## src/rtl/rfs_pkg.sv

```systemverilog
// shared types and constants for the rom free space scanner
`timescale 1ns / 1ps
package rfs_pkg;

	localparam int ADDR_W  = 24;
	localparam int NEXT_W  = 25;
	localparam int COUNT_W = 17;
	localparam int BANK_W  = 15;
	localparam int IDX_W   = 3;
	localparam int DATA_W  = 25;

	localparam logic [1:0] STATUS_CONT     = 2'd0;
	localparam logic [1:0] STATUS_FOUND    = 2'd1;
	localparam logic [1:0] STATUS_NOTFOUND = 2'd2;

	localparam logic [IDX_W-1:0] REG_RUN_LENGTH  = 3'd0;
	localparam logic [IDX_W-1:0] REG_END_ADDRESS = 3'd1;
	localparam logic [IDX_W-1:0] REG_IMAGE_SIZE  = 3'd2;
	localparam logic [IDX_W-1:0] REG_FREE_VALUE  = 3'd3;
	localparam logic [IDX_W-1:0] REG_BANK_CROSS  = 3'd4;
	localparam logic [IDX_W-1:0] REG_LOROM_MODE  = 3'd5;

	localparam logic [7:0] TAG_S = 8'h53;
	localparam logic [7:0] TAG_T = 8'h54;
	localparam logic [7:0] TAG_A = 8'h41;
	localparam logic [7:0] TAG_R = 8'h52;

	localparam logic [15:0] TAG_CHECK = 16'hFFFF;
	localparam logic [COUNT_W:0] BANK_SIZE = 18'h08000;

	// classified request passed from front to back
	typedef struct packed {
		logic                begin_req;
		logic                stop;
		logic                is_free;
		logic                tag_hit;
		logic                bank_skip;
		logic                need_one;
		logic [COUNT_W-1:0]  need;
		logic [NEXT_W-1:0]   addr_p1;
		logic [NEXT_W-1:0]   tag_next;
		logic [NEXT_W-1:0]   bank_next;
		logic [ADDR_W-1:0]   found_addr;
	} class_t;

endpackage

```

## src/rtl/rfs_if.sv

```systemverilog
// channel interfaces for requests, results and register writes
`timescale 1ns / 1ps
interface rfs_item_if;
	logic        valid;
	logic        ready;
	logic        begin_req;
	logic [23:0] address;
	logic [7:0]  byte0;
	logic [7:0]  byte1;
	logic [7:0]  byte2;
	logic [7:0]  byte3;
	logic [7:0]  byte4;
	logic [7:0]  byte5;
	logic [7:0]  byte6;
	logic [7:0]  byte7;
	modport source (output valid, begin_req, address, byte0, byte1, byte2, byte3,
		byte4, byte5, byte6, byte7, input ready);
	modport sink (input valid, begin_req, address, byte0, byte1, byte2, byte3,
		byte4, byte5, byte6, byte7, output ready);
endinterface

interface rfs_result_if;
	logic        valid;
	logic        ready;
	logic [1:0]  status;
	logic [24:0] next_address;
	logic [23:0] found_address;
	modport source (output valid, status, next_address, found_address, input ready);
	modport sink (input valid, status, next_address, found_address, output ready);
endinterface

interface rfs_cfg_if;
	logic        valid;
	logic        ready;
	logic [2:0]  index;
	logic [24:0] data;
	modport source (output valid, index, data, input ready);
	modport sink (input valid, index, data, output ready);
endinterface

```

## src/rtl/rfs_front.sv

```systemverilog
// front end: configuration registers and request classification
`timescale 1ns / 1ps
module rfs_front #(
	parameter int ADDR_BITS = 24
) (
	input  logic                 clk,
	input  logic                 arst_n,
	rfs_item_if.sink             item,
	rfs_cfg_if.sink              cfg,
	input  logic                 q_full,
	output logic                 push,
	output rfs_pkg::class_t      push_data
);
	import rfs_pkg::*;

	localparam int MaskW = (ADDR_BITS < ADDR_W) ? ADDR_BITS : ADDR_W;
	localparam logic [ADDR_W-1:0] AddrMask = ADDR_W'((64'd1 << MaskW) - 64'd1);

	logic [COUNT_W-1:0] run_length_q;
	logic [NEXT_W-1:0]  end_address_q;
	logic [NEXT_W-1:0]  image_size_q;
	logic [7:0]         free_value_q;
	logic               bank_cross_q;
	logic               lorom_q;

	logic [ADDR_W-1:0]  addr;
	logic [COUNT_W-1:0] need;
	logic [15:0]        tag_len;
	logic [15:0]        tag_inv;
	logic               tag_in_image;
	logic               tag_chars;
	logic [COUNT_W:0]   bank_sum;

	// register writes, always taken
	assign cfg.ready = 1'b1;

	always_ff @(posedge clk or negedge arst_n) begin
		if (!arst_n) begin
			run_length_q  <= COUNT_W'(1);
			end_address_q <= NEXT_W'(25'h1000000);
			image_size_q  <= NEXT_W'(25'h1000000);
			free_value_q  <= 8'h00;
			bank_cross_q  <= 1'b0;
			lorom_q       <= 1'b1;
		end else if (cfg.valid) begin
			case (cfg.index)
				REG_RUN_LENGTH:  run_length_q  <= cfg.data[COUNT_W-1:0];
				REG_END_ADDRESS: end_address_q <= cfg.data[NEXT_W-1:0];
				REG_IMAGE_SIZE:  image_size_q  <= cfg.data[NEXT_W-1:0];
				REG_FREE_VALUE:  free_value_q  <= cfg.data[7:0];
				REG_BANK_CROSS:  bank_cross_q  <= cfg.data[0];
				REG_LOROM_MODE:  lorom_q       <= cfg.data[0];
				default: ;
			endcase
		end
	end

	// accept while the queue has room
	assign item.ready = !q_full;
	assign push       = item.valid && !q_full;

	// classify the request
	always_comb begin
		addr         = item.address & AddrMask;
		need         = (run_length_q == '0) ? COUNT_W'(1) : run_length_q;
		tag_len      = {item.byte5, item.byte4};
		tag_inv      = {item.byte7, item.byte6};
		tag_in_image = ({1'b0, addr} + NEXT_W'(8)) < image_size_q;
		tag_chars    = (item.byte0 == TAG_S) && (item.byte1 == TAG_T) &&
			(item.byte2 == TAG_A) && (item.byte3 == TAG_R);
		bank_sum     = (COUNT_W+1)'(addr[BANK_W-1:0]) + {1'b0, need};

		push_data.begin_req  = item.begin_req;
		push_data.stop       = !lorom_q || ({1'b0, addr} >= end_address_q);
		push_data.is_free    = (item.byte0 == free_value_q);
		push_data.tag_hit    = tag_in_image && tag_chars && ((tag_len ^ tag_inv) == TAG_CHECK);
		push_data.bank_skip  = !bank_cross_q && (bank_sum > BANK_SIZE);
		push_data.need_one   = (need == COUNT_W'(1));
		push_data.need       = need;
		push_data.addr_p1    = {1'b0, addr} + NEXT_W'(1);
		push_data.tag_next   = {1'b0, addr} + NEXT_W'(tag_len) + NEXT_W'(9);
		push_data.bank_next  = {(NEXT_W-BANK_W)'({1'b0, addr[ADDR_W-1:BANK_W]})
			+ (NEXT_W-BANK_W)'(1), {BANK_W{1'b0}}};
		push_data.found_addr = addr + ADDR_W'(1) - ADDR_W'(need);
	end

endmodule

```

## src/rtl/rfs_queue.sv

```systemverilog
// two-entry queue between the classifier and the run tracker
`timescale 1ns / 1ps
module rfs_queue (
	input  logic             clk,
	input  logic             arst_n,
	input  logic             push,
	input  rfs_pkg::class_t  push_data,
	output logic             full,
	input  logic             pop,
	output logic             not_empty,
	output rfs_pkg::class_t  pop_data
);
	import rfs_pkg::*;

	class_t      mem_q [2];
	logic        wr_ptr_q;
	logic        rd_ptr_q;
	logic [1:0]  count_q;

	assign full      = (count_q == 2'd2);
	assign not_empty = (count_q != 2'd0);
	assign pop_data  = mem_q[rd_ptr_q];

	// storage
	always_ff @(posedge clk) begin
		if (push) begin
			mem_q[wr_ptr_q] <= push_data;
		end
	end

	// pointers and fill count
	always_ff @(posedge clk or negedge arst_n) begin
		if (!arst_n) begin
			wr_ptr_q <= 1'b0;
			rd_ptr_q <= 1'b0;
			count_q  <= 2'd0;
		end else begin
			if (push) begin
				wr_ptr_q <= !wr_ptr_q;
			end
			if (pop) begin
				rd_ptr_q <= !rd_ptr_q;
			end
			case ({push, pop})
				2'b10:   count_q <= count_q + 2'd1;
				2'b01:   count_q <= count_q - 2'd1;
				default: count_q <= count_q;
			endcase
		end
	end

endmodule

```

## src/rtl/rfs_back.sv

```systemverilog
// back end: run counting and the registered result
`timescale 1ns / 1ps
module rfs_back (
	input  logic             clk,
	input  logic             arst_n,
	input  logic             not_empty,
	input  rfs_pkg::class_t  pop_data,
	output logic             pop,
	rfs_result_if.source     result
);
	import rfs_pkg::*;

	logic [COUNT_W-1:0] run_count_q;
	logic               valid_q;
	logic [1:0]         status_q;
	logic [NEXT_W-1:0]  next_q;
	logic [ADDR_W-1:0]  found_q;

	logic [COUNT_W-1:0] rc;
	logic [COUNT_W-1:0] rc_inc;
	logic [COUNT_W-1:0] rc_new;
	logic [1:0]         status_d;
	logic [NEXT_W-1:0]  next_d;
	logic [ADDR_W-1:0]  found_d;

	assign pop = not_empty && (!valid_q || result.ready);

	assign result.valid         = valid_q;
	assign result.status        = status_q;
	assign result.next_address  = next_q;
	assign result.found_address = found_q;

	// next step of the open run
	always_comb begin
		rc       = pop_data.begin_req ? '0 : run_count_q;
		rc_inc   = rc + COUNT_W'(1);
		rc_new   = rc;
		status_d = STATUS_CONT;
		next_d   = pop_data.addr_p1;
		found_d  = '0;
		if (pop_data.stop) begin
			rc_new   = '0;
			status_d = STATUS_NOTFOUND;
			next_d   = '0;
		end else if (rc != '0) begin
			if (pop_data.is_free) begin
				if (rc_inc >= pop_data.need) begin
					rc_new   = '0;
					status_d = STATUS_FOUND;
					next_d   = '0;
					found_d  = pop_data.found_addr;
				end else begin
					rc_new = rc_inc;
				end
			end else begin
				rc_new = '0;
			end
		end else if (pop_data.tag_hit) begin
			next_d = pop_data.tag_next;
		end else if (pop_data.bank_skip) begin
			next_d = pop_data.bank_next;
		end else if (pop_data.is_free) begin
			if (pop_data.need_one) begin
				status_d = STATUS_FOUND;
				next_d   = '0;
				found_d  = pop_data.found_addr;
			end else begin
				rc_new = COUNT_W'(1);
			end
		end
	end

	// run count and result valid
	always_ff @(posedge clk or negedge arst_n) begin
		if (!arst_n) begin
			run_count_q <= '0;
			valid_q     <= 1'b0;
		end else begin
			if (pop) begin
				run_count_q <= rc_new;
				valid_q     <= 1'b1;
			end else if (result.ready) begin
				valid_q <= 1'b0;
			end
		end
	end

	// result payload
	always_ff @(posedge clk) begin
		if (pop) begin
			status_q <= status_d;
			next_q   <= next_d;
			found_q  <= found_d;
		end
	end

endmodule

```

## src/rtl/rom_free_space_scanner.sv

```systemverilog
// Free space scanner for a ROM image with protection tag skipping.
// item channel: one request per address, carrying begin_req, the address and
//   the eight image bytes starting there; accepted when valid and ready meet.
// result channel: one result per request, in order: status (continue, found,
//   not found), next_address to fetch, found_address of a completed run.
// cfg channel: register writes by index (run_length, end_address, image_size,
//   free_value, allow_bank_cross, lorom_mode), always ready; the user must write
//   them only while idle, which the block itself does not enforce.
// A request enters the queue when it is accepted and loads the result register
//   when the back end pops it, which a stalled result receiver can delay.
// Throughput: one request per cycle while result.ready stays high; the run counter
//   in the back end updates once per popped request and the classifier needs no state.
// A stalled receiver holds the result register; the queue absorbs two more
//   requests before item.ready drops.
// Reset clears the run count, the queue and the result valid, and loads the
//   register defaults (run length one, full 16 MiB range, LoROM enabled).
`timescale 1ns / 1ps
module rom_free_space_scanner #(
	parameter int ADDR_BITS = 24
) (
	input  logic         clk,
	input  logic         arst_n,
	rfs_item_if.sink     item,
	rfs_result_if.source result,
	rfs_cfg_if.sink      cfg
);
	import rfs_pkg::*;

	logic   q_full;
	logic   push;
	logic   pop;
	logic   not_empty;
	class_t push_data;
	class_t pop_data;

	// classifier
	rfs_front #(
		.ADDR_BITS (ADDR_BITS)
	) u_front (
		.clk       (clk),
		.arst_n    (arst_n),
		.item      (item),
		.cfg       (cfg),
		.q_full    (q_full),
		.push      (push),
		.push_data (push_data)
	);

	// decoupling queue
	rfs_queue u_queue (
		.clk       (clk),
		.arst_n    (arst_n),
		.push      (push),
		.push_data (push_data),
		.full      (q_full),
		.pop       (pop),
		.not_empty (not_empty),
		.pop_data  (pop_data)
	);

	// run tracker
	rfs_back u_back (
		.clk       (clk),
		.arst_n    (arst_n),
		.not_empty (not_empty),
		.pop_data  (pop_data),
		.pop       (pop),
		.result    (result)
	);

endmodule
```

## src/flat_wrapper.sv

```systemverilog
// flat-port wrapper written by rule: the top's interface ports become plain ports
module rom_free_space_scanner_flat import rfs_pkg::*;
#(
	parameter int ADDR_BITS = 24
)
  (clk, arst_n, item_valid, item_begin_req, item_address, item_byte0, item_byte1, item_byte2, item_byte3, item_byte4, item_byte5, item_byte6, item_byte7, item_ready, result_valid, result_status, result_next_address, result_found_address, result_ready, cfg_valid, cfg_index, cfg_data, cfg_ready);
  rfs_item_if item_i ();
  rfs_result_if result_i ();
  rfs_cfg_if cfg_i ();
  input  logic clk;
  input  logic arst_n;
  input wire logic [$bits(item_i.valid)-1:0] item_valid;
  input wire logic [$bits(item_i.begin_req)-1:0] item_begin_req;
  input wire logic [$bits(item_i.address)-1:0] item_address;
  input wire logic [$bits(item_i.byte0)-1:0] item_byte0;
  input wire logic [$bits(item_i.byte1)-1:0] item_byte1;
  input wire logic [$bits(item_i.byte2)-1:0] item_byte2;
  input wire logic [$bits(item_i.byte3)-1:0] item_byte3;
  input wire logic [$bits(item_i.byte4)-1:0] item_byte4;
  input wire logic [$bits(item_i.byte5)-1:0] item_byte5;
  input wire logic [$bits(item_i.byte6)-1:0] item_byte6;
  input wire logic [$bits(item_i.byte7)-1:0] item_byte7;
  output wire logic [$bits(item_i.ready)-1:0] item_ready;
  output wire logic [$bits(result_i.valid)-1:0] result_valid;
  output wire logic [$bits(result_i.status)-1:0] result_status;
  output wire logic [$bits(result_i.next_address)-1:0] result_next_address;
  output wire logic [$bits(result_i.found_address)-1:0] result_found_address;
  input wire logic [$bits(result_i.ready)-1:0] result_ready;
  input wire logic [$bits(cfg_i.valid)-1:0] cfg_valid;
  input wire logic [$bits(cfg_i.index)-1:0] cfg_index;
  input wire logic [$bits(cfg_i.data)-1:0] cfg_data;
  output wire logic [$bits(cfg_i.ready)-1:0] cfg_ready;
  assign item_i.valid = item_valid;
  assign item_i.begin_req = item_begin_req;
  assign item_i.address = item_address;
  assign item_i.byte0 = item_byte0;
  assign item_i.byte1 = item_byte1;
  assign item_i.byte2 = item_byte2;
  assign item_i.byte3 = item_byte3;
  assign item_i.byte4 = item_byte4;
  assign item_i.byte5 = item_byte5;
  assign item_i.byte6 = item_byte6;
  assign item_i.byte7 = item_byte7;
  assign item_ready = item_i.ready;
  assign result_valid = result_i.valid;
  assign result_status = result_i.status;
  assign result_next_address = result_i.next_address;
  assign result_found_address = result_i.found_address;
  assign result_i.ready = result_ready;
  assign cfg_i.valid = cfg_valid;
  assign cfg_i.index = cfg_index;
  assign cfg_i.data = cfg_data;
  assign cfg_ready = cfg_i.ready;
  rom_free_space_scanner #(.ADDR_BITS(ADDR_BITS)) u_core (.clk(clk), .arst_n(arst_n), .item(item_i), .result(result_i), .cfg(cfg_i));
endmodule
```

## config.mk

```make
export PLATFORM = sky130hd
export DESIGN_NAME = rom_free_space_scanner_flat
export DESIGN_NICKNAME = d
export VERILOG_FILES = /design/src/rtl/rfs_pkg.sv /design/src/rtl/rfs_if.sv /design/src/rtl/rfs_front.sv /design/src/rtl/rfs_queue.sv /design/src/rtl/rfs_back.sv /design/src/rtl/rom_free_space_scanner.sv /design/src/flat_wrapper.sv
export SDC_FILE = /design/constraint.sdc
export NUM_CORES = 1
export LEC_CHECK = 0
export ABC_AREA = 1
export BUFFER_PORTS_ARGS = -buffer_cell sky130_fd_sc_hd__buf_2
export CAP_MARGIN = 20
export CORE_UTILIZATION = 40
export DETAILED_ROUTE_END_ITERATION = 10
export PLACE_DENSITY_LB_ADDON = 0.05
export SKIP_CTS_REPAIR_TIMING = 1
export SYNTH_ARGS = -nofsm -noshare
export SYNTH_HDL_FRONTEND = slang
export SYNTH_SLANG_ARGS = --single-unit
```

## constraint.sdc

```tcl
create_clock -name clk -period 12.3 [get_ports clk]
set_input_delay 0.615 -clock clk [delete_from_list [all_inputs] [get_ports clk]]
set_output_delay 0.615 -clock clk [all_outputs]
set_load 0.02 [all_outputs]
```

# == Word-level counts from Yosys, hierarchy flattened ==
# Memory sizes are Yosys's and may differ from the RTL's.
# Index checks and enable logic that the tools add are counted.
# op_classes
addsub,11
n_lt_le_gt_ge,4
eq_ne,15
mux,36
n_bitwise,1
n_reduce_logical,28
# ops
operator,n
25-bit 2-to-1 mux,7
17-bit 2-to-1 mux,10
24-bit 2-to-1 mux,7
8-bit by 7-bit equality test with 1-bit output (second input constant),4
24-bit by 1-bit adder with 25-bit output (second input constant),1
24-bit by 16-bit adder with 25-bit output,1
24-bit by 4-bit adder with 25-bit output (second input constant),1
25-bit by 4-bit adder with 25-bit output (second input constant),1
24-bit by 25-bit >= comparator with 1-bit output,1
25-bit less-than comparator,1
24-bit by 1-bit adder with 24-bit output (second input constant),1
24-bit by 17-bit subtractor with 24-bit output,1
15-bit by 17-bit adder with 18-bit output,1
18-bit by 16-bit > comparator with 1-bit output (second input constant),1
17-bit by 1-bit adder with 17-bit output (second input constant),1
17-bit by 1-bit equality test with 1-bit output (second input constant),1
17-bit >= comparator,1
17-bit logical NOT,1
17-bit nonzero test,1
16-bit equality test (second input constant),1
16-bit XOR,1
2-bit AND reduction,6
9-bit by 1-bit adder with 10-bit output (second input constant),1
1-bit 2-to-1 mux,10
15 further kinds,33
# word_totals
register_bits,150
ram_bits,214
in_bits,122
output_inout_bits,54
wordCells,110
n_memories,1
# mem_list
name,depth,word_bits,rd,rd_ports_with_merged_regs,write_ports,line,source
u_core.u_queue.mem_q,2,107,1,0,1,rfs_queue.sv:15,class_t mem_q [2];

# == Logic depth before layout (Yosys ltp) ==
# An unclocked memory read counts as a cell.
# logic_depth
word_depth,8
mapped_depth,26

# == Modules after synthesis ==
# A second synthesis with hierarchy kept.
# hier_totals
cells_unflattened,2542
area_unflattened_um2,22785.6
# modules_own_cells
module,instances,cells_each,area_per_inst_um2,seq_area_each_um2
rfs_queue,1,661,9218.8,7427.1
rfs_front,1,1329,9137.5,1931.9
rfs_back,1,552,4429.2,1981.9

# == Worst setup path after synthesis ==
# Ideal clock, no wire load.
# synth_timing
path_kind,register -> register
from,register u_core.u_queue.count_q[0]
to,memory u_core.u_queue.mem_q[1][0] in the netlist's numbering (enable)
setup_ps,575
arrival_time_ps,5240
required_ps,11725
path_slack_ps,6485
path_stages_with_launch,5
period_less_slack_ps,5815
cell_sequence,dfrtp_1 > inv_1 > nand2_1 > nand2_1 > nor2_1
# synth_between
elab_chain_len,5
# synth_rtl
item,line,source
from (decl),rfs_queue.sv:18,logic [1:0] count_q;
from (signal assigned),rfs_queue.sv:45,2'b10: count_q <= count_q + 2'd1;
from (signal assigned),rfs_queue.sv:46,2'b01: count_q <= count_q - 2'd1;
from (signal assigned),rfs_queue.sv:47,default: count_q <= count_q;
2-bit equality test,rfs_queue.sv:20,assign full = (count_q == 2'd2);
1-bit logical NOT,n/a,
named net item_ready,flat_wrapper.sv:23,output wire logic [$bits(item_i.ready)-1:0] item_ready;
1-bit logical AND,rfs_front.sv:60,assign push = item.valid && !q_full;
1-bit 2-to-1 mux,rfs_queue.sv:26,if (push) begin
1-bit 2-to-1 mux (implied by the code),rfs_queue.sv:27,mem_q[wr_ptr_q] <= push_data;
to (decl),rfs_queue.sv:15,
# The timed path passes the listed nets, and every way through them passes these cells.

# == Final worst setup path ==
# layout_timing
from,register u_core.u_queue.rd_ptr_q
to,register u_core.u_back.found_q[3] (netlist: u_core.u_back.result.found_address[3]) (data pin)
# layout_between
elab_chain_len,7
# layout_rtl
item,line,source
from (decl),rfs_queue.sv:17,logic rd_ptr_q;
from (signal assigned),rfs_queue.sv:42,rd_ptr_q <= !rd_ptr_q;
memory read 2 x 107 bit (*),n/a,
17-bit 2-to-1 mux,rfs_back.sv:35,rc = pop_data.begin_req ? '0 : run_count_q;
17-bit by 1-bit adder with 17-bit output,rfs_back.sv:36,rc_inc = rc + COUNT_W'(1);
17-bit >= comparator,rfs_back.sv:47,if (rc_inc >= pop_data.need) begin
24-bit 2-to-1 mux,rfs_back.sv:47,
24-bit 2-to-1 mux,rfs_back.sv:46,if (pop_data.is_free) begin
24-bit 2-to-1 mux,rfs_back.sv:45,end else if (rc != '0) begin
to (signal assigned),rfs_back.sv:93,found_q <= found_d;
to (decl),rfs_back.sv:17,logic [ADDR_W-1:0] found_q;
# Every way passes the cells marked *; elsewhere a longest branch is shown, timed or not.
# A chain may end at the register's enable or synchronous reset.

==> impl_metrics.json <==
{
  "status": "complete, no violations",
  "core.rowCount": 83,
  "num_vias": 16230,
  "dpl.hpwl_mm": 48.06,
  "grt_pass1_vias": 15870,
  "drc_errors": 0,
  "grt_max_degree": 86,
  "grt_pass1_wl_mm": 97.23,
  "pre_cts_slack_ns": 7.072,
  "switchingPower_uw": 1797,
  "numCtsBuffers": 43,
  "p_leak_uw": 0.01066,
  "clock_skew_ns": 0.02138,
  "yosys_register_bits": 364,
  "p_clk_frac": 0.255,
  "place_congestion": 0.9244,
  "grtUsageMet3": 0.02754,
  "cts_root_buffer": "clkbuf_16",
  "io_buffer_count": 174,
  "synth_area_per_cell_um2": 9.241,
  "async_flop_share": 0.2720,
  "combPwrFrac": 0.342,
  "clockBufferDepth": 3,
  "critPathLaunchType": "flip-flop",
  "drive_above_1_share": 0.1267,
  "ys_seq_area_frac": 0.4993,
  "maxCapViolCount": 0,
  "setup_ws_ns": 7.070,
  "syn-num-nets": 2551,
  "seq_power_share": 0.402,
  "die_h_um": 230.6,
  "grt.busiest_layer": "met2",
  "worstPathMaxFanout": 51,
  "slew_viol_final": 0,
  "cts_tree": "built",
  "start_util": 0.4060,
  "area_delta_synth_final_pct": 13.67,
  "track_usage": 0.2442,
  "sw_frac_of_total": 0.3791,
  "drtIter0Drc": 1128,
  "clock_sinks": 364,
  "crit_type": "flip-flop to flip-flop",
  "synth_largest_area_cell": "edfxtp_1",
  "diodes": 0,
  "fillCellCount": 5098,
  "vias_per_cell": 5.177,
  "synth_ff_type": "edfxtp_1",
  "synth_cell_type_count": 57,
  "use_met1": 0.3376,
  "wl_mm": 64.79,
  "cp.arrival_ns": 5.50,
  "fin_tns_setup_ns": 0,
  "clk_pin_slew_ns": 0.06,
  "hold_path.class": "input pin to flip-flop",
  "wire_per_inst_um": 20.67,
  "final_core_util": 0.4615,
  "firstDrtPassIters": 6,
  "finalNetCount": 2711,
  "endpoint_kind": "flip-flop",
  "synth_top_cell_area_share": 0.3805,
  "hold_viol": 0,
  "syn_inst": 2263,
  "ys.warnings.count": 0,
  "synth_area_leaders": "edfxtp_1 38%, dfrtp_1 11%, nand2_1 9.9%, ha_1 9.8%, inv_1 4.6%",
  "cts_htree_levels": 2,
  "cp.required_ns": 12.57,
  "slew_headroom": 0.2887,
  "p_int_uw": 2944,
  "syn_area_mm2": 0.02091,
  "synth_common_cells": "554 x nand2_1, 265 x edfxtp_1, 257 x inv_1",
  "worst-slew-pin-transition_ns": 1.067,
  "grt_util_met2": 0.4027,
  "finalCriticalPeriod_ns": 5.230,
  "ant_nets": 0,
  "max_freq_mhz": 191.2,
  "setup-violations-final": 0,
  "synth-edff-count": 265,
  "clk_latency_ns": 0.57,
  "die_area_mm2": 0.05320,
  "core_area_mm2": 0.05151,
  "synth_most_common_cell": "nand2_1",
  "power_density_mw_per_mm2": 199.5,
  "grt_remaining_overflow": 0,
  "io_pins": 176,
  "die_w_um": 230.6,
  "rsz0062_at_grt": "false",
  "post-route-period-util": 0.4252,
  "antenna_found_initial": 0,
  "irDropWorstVdd_mv": 0.1210
}
==> critical path, stage by stage (launching register included) <==
cell and delay, ns:
dfrtp_4 0.95, inv_4 0.08, nand2_2 0.11, nand2_4 0.06
nor2_1 0.21, ha_1 0.25, nand4_1 0.16, nor2_1 0.13
nand2_1 0.10, nor2_2 0.23, nand3_1 0.13, xor2_1 0.27
ha_1 0.31, nand2_1 0.07, inv_1 0.03, o21ai_0 0.15
a21oi_1 0.09, nor2_1 0.18, nand4_1 0.14, nand2_1 0.09
buf_4 0.41, o21ai_2 0.09, nand2_2 0.56, a21oi_1 0.10
==> per-stage QoR <==
stage / hold slack [ns] / power, uW / instance area [um^2] / cells
after global routing: 0.2457 / 5030 / 23770 / 3134
final: 0.2615 / 4741 / 23770 / 3134
after floorplan: 0.3194 / 3020 / 20910 / 2263
after global placement: 0.4662 / 3562 / 22450 / 3057
after CTS: -0.05333 / 4794 / 23760 / 3133
after detailed placement: 0.4715 / 3574 / 22450 / 3057
==> routing by layer <==
metal / part of all wire / vias up
li1: - / 7951
met1: 0.47 / 7751
met2: 0.47 / 416
met3: 0.038 / 108
met4: 0.027 / 0
met5: 0 / -
==> cell families (layout without fill, tap and decap cells) <==
family	Yosys count	after routing	share of synthesized area
buf+inv	335	526	0.06259
simple gates	902	902	0.1818
flops	364	364	0.4993
mux	19	19	0.009154
fa+ha+maj	166	166	0.1004
compound gates	363	363	0.09932
xor+xnor	113	113	0.04733
other cells	1	1	0.0001793
==> worst paths after layout <==
check,slack [ns],from,cells past startpoint,to
max reg2reg,7.07,u_core.u_queue.rd_ptr_q,23,u_core.u_back.result.found_address[3]
min,0.26,result_ready,2,u_core.u_back.result.valid
max in group asynchronous,10.39,arst_n,3,u_core.u_queue.rd_ptr_q
min reg2reg,0.48,u_core.u_back.run_count_q[0],2,u_core.u_back.run_count_q[0]
min in group asynchronous,0.53,arst_n,2,u_core.u_queue.count_q[0]
max,7.07,u_core.u_queue.rd_ptr_q,23,u_core.u_back.result.found_address[3]
==> flip-flops by register name, indices dropped and copies added, names as in the netlist, 2 cells and up <==
name / cells
u_core.u_queue.count_q: 2
u_core.u_back.result.status: 2
u_core.u_front.end_address_q: 25
u_core.u_queue.mem_q: 214
u_core.u_front.free_value_q: 8
u_core.u_back.result.next_address: 25
u_core.u_back.run_count_q: 17
u_core.u_front.run_length_q: 17
u_core.u_front.image_size_q: 25
u_core.u_back.result.found_address: 24
==> power by group through the flow <==
stage	sequential [uW]	combinational (uW)	clock [uW]
global route	1940	1810	1280
floorplan	1990	1040	0
finish	1910	1620	1210
global placement	1930	1630	0
CTS	1910	1640	1240
detailed placement	1940	1640	0
==> area by class of cell <==
| cell class | count | area (um^2) | share of cell area |
|---|---|---|---|
| clock buffers | 57 | 1149 | 0.04832 |
| clock inverters | 19 | 156.4 | 0.006580 |
| inverters | 261 | 987.2 | 0.04153 |
| multi-input cells | 1564 | 9194 | 0.3868 |
| flip-flops and latches | 364 | 10440 | 0.4394 |
| well taps | 680 | 850.8 | 0.03580 |
| repair buffers | 189 | 988.4 | 0.04159 |
==> layout by cell type (no fill, tap or decap), types with 8 or more instances in the layout <==
master	n
xnor2_1	29
xor2_1	84
a21oi_2	19
o21ai_0	147
mux2i_1	18
nand4_1	36
nor2_1	131
buf_4	15
or2_2	14
nor4_1	10
nand3_1	101
a21oi_1	126
nand2_1	554
nor3_1	27
a22o_1	14
clkbuf_16	43
edfxtp_1	265
clkbuf_1	12
o21bai_1	8
ha_1	163
inv_1	257
o211ai_1	11
nand2_2	8
dfrtp_1	94
buf_2	173
(Power assumes the default switching activity.)
